**src/hw/rtl/grpm_pkg.sv**
```systemverilog
// ----------------------------------------------------------------------------
// grpm_pkg
// Shared constants, codes and types of the greedy radius point matcher.
// ----------------------------------------------------------------------------
package grpm_pkg;

  // Table size default and the ring of scan cells
  localparam int unsigned MAX_KEYPOINTS_DEF = 1024;
  localparam int unsigned CELL_COUNT        = 4;
  localparam int unsigned CELL_BITS         = $clog2(CELL_COUNT);

  // Operation codes carried in in_tuser
  localparam logic [1:0] OP_CLEAR  = 2'd0;
  localparam logic [1:0] OP_LOAD   = 2'd1;
  localparam logic [1:0] OP_QUERY  = 2'd2;
  localparam logic [1:0] OP_UNUSED = 2'd3;

  // Configuration register indexes
  localparam logic [1:0] CFG_DIST_LIMIT  = 2'd0;
  localparam logic [1:0] CFG_ERROR_LIMIT = 2'd1;

  // Register reset values: 1.0 pixel^2 (Q.8) and 9.0 (Q.4)
  localparam logic [15:0] DIST_LIMIT_RST  = 16'd256;
  localparam logic [15:0] ERROR_LIMIT_RST = 16'd144;

  // Stream payload widths, padded to whole bytes
  localparam int unsigned IN_TDATA_W  = 72;
  localparam int unsigned OUT_TDATA_W = 48;

  // Input item payload, lowest field last
  typedef struct packed {
    logic [6:0]  pad;
    logic [15:0] point_index;
    logic [15:0] track_error;
    logic        tracked;
    logic [15:0] y_pos;
    logic [15:0] x_pos;
  } in_data_t;

  // Result item payload, lowest field last
  typedef struct packed {
    logic [5:0]  pad;
    logic [15:0] dist_sq;
    logic [9:0]  dst_index;
    logic [15:0] src_index;
  } out_data_t;

  // Controller states
  typedef enum logic [1:0] {
    ST_IDLE,
    ST_WAIT,
    ST_SCAN
  } ctrl_state_t;

  // Keypoint write from the controller to the cells
  typedef struct packed {
    logic        we;
    logic [15:0] x;
    logic [15:0] y;
  } load_t;

  // Scan status reported by a cell, or by the whole ring
  typedef struct packed {
    logic        done;
    logic        hit;
    logic [15:0] dsq;
  } cell_stat_t;

endpackage

```
**src/hw/rtl/grpm_ctrl.sv**
```systemverilog
// ----------------------------------------------------------------------------
// grpm_ctrl
// Item sequencer: decodes clear, load and query items, keeps the fill count,
// starts a scan of the ring and registers the match item.
// ----------------------------------------------------------------------------
module grpm_ctrl #(
  parameter int unsigned MAX_KEYPOINTS = grpm_pkg::MAX_KEYPOINTS_DEF,
  localparam int unsigned KW           = $clog2(MAX_KEYPOINTS),
  localparam int unsigned CW           = $clog2(MAX_KEYPOINTS + 1)
) (
  input  logic                            clk,
  input  logic                            rst_n,
  input  logic                            in_tvalid,
  output logic                            in_tready,
  input  logic [1:0]                      in_tuser,
  input  logic [grpm_pkg::IN_TDATA_W-1:0] in_tdata,
  input  logic [15:0]                     error_limit,
  input  grpm_pkg::cell_stat_t            scan,
  input  logic [KW-1:0]                   scan_idx,
  output logic                            start,
  output logic                            flush,
  output logic [15:0]                     qry_x,
  output logic [15:0]                     qry_y,
  output logic [CW-1:0]                   key_count,
  output grpm_pkg::load_t                 load,
  output logic [KW-1:0]                   load_idx,
  output logic                            out_tvalid,
  input  logic                            out_tready,
  output logic [grpm_pkg::OUT_TDATA_W-1:0] out_tdata
);
  import grpm_pkg::*;

  ctrl_state_t   state_r;
  ctrl_state_t   state_nxt;
  logic [CW-1:0] key_count_r;
  logic [CW-1:0] key_count_nxt;
  logic [15:0]   qry_x_r;
  logic [15:0]   qry_y_r;
  logic [15:0]   qry_idx_r;
  logic          capture;
  logic          out_vld_r;
  logic          out_vld_nxt;
  out_data_t     out_data_r;
  out_data_t     out_data_nxt;
  in_data_t      in_d;

  assign in_d = in_data_t'(in_tdata);

  // Next state, table bookkeeping and scan start
  always_comb begin
    state_nxt     = state_r;
    key_count_nxt = key_count_r;
    in_tready     = 1'b0;
    start         = 1'b0;
    capture       = 1'b0;
    load.we       = 1'b0;
    load.x        = in_d.x_pos;
    load.y        = in_d.y_pos;
    load_idx      = key_count_r[KW-1:0];
    unique case (state_r)
      ST_IDLE: begin
        in_tready = 1'b1;
        if (in_tvalid) begin
          unique case (in_tuser)
            OP_CLEAR: begin
              key_count_nxt = '0;
            end
            OP_LOAD: begin
              if (key_count_r != CW'(MAX_KEYPOINTS)) begin
                load.we       = 1'b1;
                key_count_nxt = key_count_r + CW'(1);
              end
            end
            OP_QUERY: begin
              if (in_d.tracked && (in_d.track_error < error_limit) &&
                  (key_count_r != '0)) begin
                capture   = 1'b1;
                state_nxt = ST_WAIT;
              end
            end
            default: begin
            end
          endcase
        end
      end
      ST_WAIT: begin
        // start only once the result register is free
        if (!out_vld_r || out_tready) begin
          start     = 1'b1;
          state_nxt = ST_SCAN;
        end
      end
      ST_SCAN: begin
        if (scan.done) begin
          state_nxt = ST_IDLE;
        end
      end
      default: begin
        state_nxt = ST_IDLE;
      end
    endcase
  end

  assign flush = scan.done;

  // Result register
  always_comb begin
    out_data_nxt = out_data_r;
    out_vld_nxt  = out_vld_r;
    if (scan.hit) begin
      out_vld_nxt            = 1'b1;
      out_data_nxt.pad       = '0;
      out_data_nxt.src_index = qry_idx_r;
      out_data_nxt.dst_index = 10'(scan_idx);
      out_data_nxt.dist_sq   = scan.dsq;
    end else if (out_tready) begin
      out_vld_nxt = 1'b0;
    end
  end

  // Control registers
  always_ff @(posedge clk) begin
    if (!rst_n) begin
      state_r     <= ST_IDLE;
      key_count_r <= '0;
      out_vld_r   <= 1'b0;
    end else begin
      state_r     <= state_nxt;
      key_count_r <= key_count_nxt;
      out_vld_r   <= out_vld_nxt;
    end
  end

  // Query point and result payload
  always_ff @(posedge clk) begin
    if (capture) begin
      qry_x_r   <= in_d.x_pos;
      qry_y_r   <= in_d.y_pos;
      qry_idx_r <= in_d.point_index;
    end
    out_data_r <= out_data_nxt;
  end

  assign qry_x      = qry_x_r;
  assign qry_y      = qry_y_r;
  assign key_count  = key_count_r;
  assign out_tvalid = out_vld_r;
  assign out_tdata  = out_data_r;

endmodule
```
**config.mk**
```make
export PLATFORM = sky130hd
export DESIGN_NAME = grpm_ctrl
export DESIGN_NICKNAME = d
export VERILOG_FILES = /design/src/hw/rtl/grpm_pkg.sv /design/src/hw/rtl/grpm_ctrl.sv
export SDC_FILE = /design/constraint.sdc
export NUM_CORES = 1
export LEC_CHECK = 0
export BUFFER_PORTS_ARGS = -buffer_cell sky130_fd_sc_hd__buf_2
export CAP_MARGIN = 20
export CELL_PAD_IN_SITES_DETAIL_PLACEMENT = 1
export CELL_PAD_IN_SITES_GLOBAL_PLACEMENT = 1
export CORE_MARGIN = 1
export CORE_UTILIZATION = 35
export CTS_CLUSTER_DIAMETER = 80
export DETAILED_ROUTE_END_ITERATION = 10
export PLACE_DENSITY = 0.84
export SLEW_MARGIN = 30
export SYNTH_ARGS = -nofsm -noshare
export SYNTH_HDL_FRONTEND = slang
export SYNTH_SLANG_ARGS = --single-unit
```
**constraint.sdc**
```tcl
create_clock -name clk -period 8.6 [get_ports clk]
set_input_delay 0.43 -clock clk [delete_from_list [all_inputs] [get_ports clk]]
set_output_delay 0.43 -clock clk [all_outputs]
set_load 0.01 [all_outputs]
```
==> run_summary.xml <==
<?xml version="1.0" encoding="UTF-8"?>
<metrics>
  <group name="final_layout">
    <metric name="diodes" unit="">0</metric>
    <metric name="synthToLayoutAreaGrowth" unit="%">32.4</metric>
    <metric name="fin_nets" unit="">624</metric>
    <metric name="final_layout_size_suffix_gt1_share" unit="%">55.7</metric>
  </group>
  <group name="placed_design">
    <metric name="dp_hpwl" unit="um">8440</metric>
    <metric name="pre_cts_slack" unit="ns">5.95</metric>
    <metric name="count_of_input_and_output_buffers" unit="">246</metric>
    <metric name="globalplace.congestion" unit="">0.801</metric>
  </group>
  <group name="power_and_ir_drop">
    <metric name="power_per_cell_area" unit="nW/um^2">186</metric>
    <metric name="p_total" unit="mW">1.04</metric>
    <metric name="power_leakage" unit="nW">2.50</metric>
    <metric name="ir_drop" unit="V">0.000115</metric>
  </group>
  <group name="critical_path">
    <metric name="timing.critical_path.to_type" unit="">flop</metric>
    <metric name="critical_path_class" unit="">flop to flop</metric>
    <metric name="cp_slowest_cell" unit="">sky130_fd_sc_hd__buf_4</metric>
    <metric name="delay_contributed_by_the_slowest_stage_of_the_critical_path" unit="ns">0.56</metric>
    <metric name="worstPathBufferInverterCount" unit="">1</metric>
    <metric name="launching_element_type_of_the_critical_path" unit="">flop</metric>
    <metric name="critical_path_arrival" unit="ns">2.40</metric>
    <metric name="largest_delay_share_family_worst_path" unit="">simple AND/OR/NAND/NOR gates</metric>
    <metric name="crit_path_cell_trace" unit="">or3b_4 -&gt; nor3_1 -&gt; o21ai_1 -&gt; a2111oi_4 -&gt; buf_4</metric>
    <metric name="crit-reg2reg-launch" unit="">state_r[1]</metric>
    <metric name="worstSetupStartpoint" unit="">state_r[1]</metric>
    <metric name="critPathRequiredTime" unit="ns">8.57</metric>
    <metric name="crit_path_max_fo" unit="">49</metric>
  </group>
  <group name="timing">
    <metric name="maxSlewHeadroom" unit="%">36.1</metric>
    <metric name="unrepaired_setup_endpoints_after_global_routing" unit="">false</metric>
    <metric name="tightestPinTransition" unit="ns">0.959</metric>
    <metric name="final-hold-violation-count" unit="">0</metric>
    <metric name="final_setup_fails" unit="">0</metric>
    <metric name="timing.final.crit_share" unit="%">28.2</metric>
    <metric name="finalClockSkew" unit="ns">0.00863</metric>
    <metric name="timing_max_transition_violations_final" unit="">0</metric>
    <metric name="final_period_minus_worst_setup_slack" unit="ns">2.43</metric>
    <metric name="layout_setup_ws" unit="ns">6.17</metric>
    <metric name="fmax" unit="MHz">412</metric>
    <metric name="setup-tns-final" unit="ns">0</metric>
  </group>
  <group name="clocking">
    <metric name="cts_buffer_depth" unit="">2</metric>
    <metric name="number_of_buffers_created_by_cts" unit="">9</metric>
    <metric name="worstSkewPairLatency" unit="ns">0.34</metric>
    <metric name="clk_pin_slew_worst_paths" unit="ns">0.07</metric>
    <metric name="cts-hold-fix-buffers" unit="">0</metric>
    <metric name="cts_setup_buffers" unit="">0</metric>
    <metric name="cts_htree_levels" unit="">3</metric>
    <metric name="cts.repair.resized" unit="">0</metric>
    <metric name="ctsRootBufferMaster" unit="">sky130_fd_sc_hd__clkbuf_16</metric>
    <metric name="clock_sink_count" unit="">104</metric>
    <metric name="tritoncts_clock_tree" unit="">done</metric>
  </group>
  <group name="status">
    <metric name="failed_checks" unit="">design-rule violations</metric>
    <metric name="status" unit="">finished with violations</metric>
  </group>
  <group name="synth">
    <metric name="yosysUniqueCellTypes" unit="">43</metric>
    <metric name="postSynthRegisterBits" unit="">104</metric>
    <metric name="synth_most_common_cell" unit="">sky130_fd_sc_hd__edfxtp_1</metric>
    <metric name="synth_warnings" unit="">0</metric>
    <metric name="ys.flop_type" unit="">sky130_fd_sc_hd__edfxtp_1</metric>
    <metric name="synth_area" unit="um^2">4210</metric>
    <metric name="async_reset_ff_share" unit="%">0</metric>
    <metric name="number_of_synthesized_flops_with_an_enable_pin" unit="">90</metric>
    <metric name="synth_cells" unit="">271</metric>
    <metric name="synth_seq_area_share" unit="%">70.9</metric>
    <metric name="avgSynthCellArea" unit="um^2">15.5</metric>
    <metric name="netlist_top_cells_area" unit="">sky130_fd_sc_hd__edfxtp_1 64%, sky130_fd_sc_hd__buf_4 8.7%, sky130_fd_sc_hd__dfxtp_1 6.7%</metric>
    <metric name="commonest_cells_in_the_netlist" unit="">90 x sky130_fd_sc_hd__edfxtp_1, 49 x sky130_fd_sc_hd__buf_4, 17 x sky130_fd_sc_hd__ha_1, 17 x sky130_fd_sc_hd__inv_1</metric>
    <metric name="synth_top_cell_by_area" unit="">sky130_fd_sc_hd__edfxtp_1</metric>
    <metric name="post-synth-top-area-fraction" unit="%">64.2</metric>
  </group>
  <group name="grt">
    <metric name="initial_antenna_violation_count" unit="">0</metric>
    <metric name="all_layer_gr_usage" unit="%">17.3</metric>
    <metric name="grt_pass1_vias" unit="">3193</metric>
    <metric name="grt_first_pass_wirelength" unit="um">16400</metric>
    <metric name="grt.overflow.total" unit="">0</metric>
    <metric name="grt_max_degree" unit="">50</metric>
  </group>
  <group name="drt">
    <metric name="routed_wirelength" unit="um">10500</metric>
    <metric name="detail_route.drc_violations" unit="">17</metric>
    <metric name="vias_per_cell" unit="">4.62</metric>
    <metric name="drt_pre_antenna_iters" unit="">7</metric>
    <metric name="wire_per_inst" unit="um">16.6</metric>
    <metric name="vias_after_detailed_routing" unit="">2924</metric>
    <metric name="number_of_violations_reported_at_the_end_of_detailed_routing_iteration_0" unit="">181</metric>
    <metric name="ant_nets" unit="">0</metric>
  </group>
  <group name="die">
    <metric name="initial_core_utilization" unit="%">36.4</metric>
    <metric name="rows" unit="">39</metric>
    <metric name="die_width" unit="um">112</metric>
    <metric name="core" unit="um^2">11600</metric>
    <metric name="fp.dieArea" unit="um^2">12500</metric>
    <metric name="die_y" unit="um">112</metric>
    <metric name="pin_count" unit="">260</metric>
  </group>
  <group name="hold_path">
    <metric name="worst_hold_path_type" unit="">primary input to flop</metric>
    <metric name="worstHoldStart" unit="">scan[7]</metric>
  </group>
  <group name="job">
    <metric name="max_cap_violations" unit="">0</metric>
  </group>
</metrics>
[cell type report]
| cell class | count | area, um^2 |
|---|---|---|
| clock buffers | 10 | 229 |
| clock inverters | 6 | 55.1 |
| fillers | 1273 | 5990 |
| inverters | 17 | 63.8 |
| multi-input cells | 106 | 826 |
| flip-flops and latches | 104 | 2980 |
| well taps | 143 | 179 |
| repair buffers | 247 | 1240 |
[per-layer routing]
metal | track usage (%) | part of all wire (%)
met1 | 18.4 | 37
met2 | 32.7 | 54
met3 | 4.57 | 7.7
met4 | 5.77 | 1.2
met5 | 0 | 0
[power breakdown]
part / internal (mW) / total [mW] / switching, mW / leakage, nW
Sequential: 0.561 / 0.564 / 0.00360 / 0.955
Combinational: 0.0416 / 0.0885 / 0.0469 / 1.41
Clock: 0.201 / 0.386 / 0.185 / 0.136
[cells in the final DEF (no fill, tap or decap), types with 2 or more instances in the layout]
| cell type | instances |
|---|---|
| sky130_fd_sc_hd__clkbuf_16 | 9 |
| sky130_fd_sc_hd__nand2_1 | 6 |
| sky130_fd_sc_hd__and3_1 | 2 |
| sky130_fd_sc_hd__inv_1 | 17 |
| sky130_fd_sc_hd__a21oi_1 | 4 |
| sky130_fd_sc_hd__buf_2 | 246 |
| sky130_fd_sc_hd__dfxtp_1 | 14 |
| sky130_fd_sc_hd__nor3_2 | 3 |
| sky130_fd_sc_hd__xnor2_1 | 4 |
| sky130_fd_sc_hd__conb_1 | 6 |
| sky130_fd_sc_hd__xor2_1 | 5 |
| sky130_fd_sc_hd__ha_1 | 17 |
| sky130_fd_sc_hd__edfxtp_1 | 90 |
| sky130_fd_sc_hd__nor2_1 | 14 |
| sky130_fd_sc_hd__a21o_1 | 2 |
| sky130_fd_sc_hd__nand3b_1 | 2 |
| sky130_fd_sc_hd__nand3_1 | 4 |
| sky130_fd_sc_hd__nor2b_1 | 4 |
| sky130_fd_sc_hd__o21a_1 | 3 |
| sky130_fd_sc_hd__clkinv_4 | 2 |
| sky130_fd_sc_hd__nor3_1 | 3 |
| sky130_fd_sc_hd__nand4_1 | 4 |
[cell families after synthesis]
logic type               Yosys count  share of synthesized area (%)
other                              1                         0.0891
flip-flops                       104                           70.9
AO/OA/AOI/OAI                     21                           4.25
AND/OR/NAND/NOR                   53                           7.61
buffers and inverters             66                           10.3
XOR/XNOR                           9                           1.87
adder cells (fa/ha/maj)           17                           5.05
[registers in the layout, indices dropped and copies added, names as in the netlist]
| name | count |
|---|---|
| qry_y | 16 |
| qry_x | 16 |
| qry_idx_r | 16 |
| state_r | 2 |
| out_tvalid | 1 |
| out_tdata | 42 |
| key_count | 11 |
[final timing paths]
path	slack, ns	depth (start not counted)	to
max	6.17	5	qry_x[3]
min reg2reg	0.42	0	out_tdata[2]
min	0.27	1	out_tdata[33]
max reg2reg	6.17	5	qry_x[3]
[metrics by stage]
stage / util [%] / instances / hold slack [ns] / area [um^2]
4_1_cts: 48.2 / 633 / 0.249 / 5570
6_report: 48.2 / 633 / 0.266 / 5570
2_1_floorplan: - / 276 / 0.400 / 4230
3_5_place_dp: 45.7 / 617 / 0.407 / 5290
3_3_place_gp: 45.7 / 617 / 0.401 / 5290
5_1_grt: 48.2 / 633 / 0.249 / 5570
(Power assumes the default switching activity.)
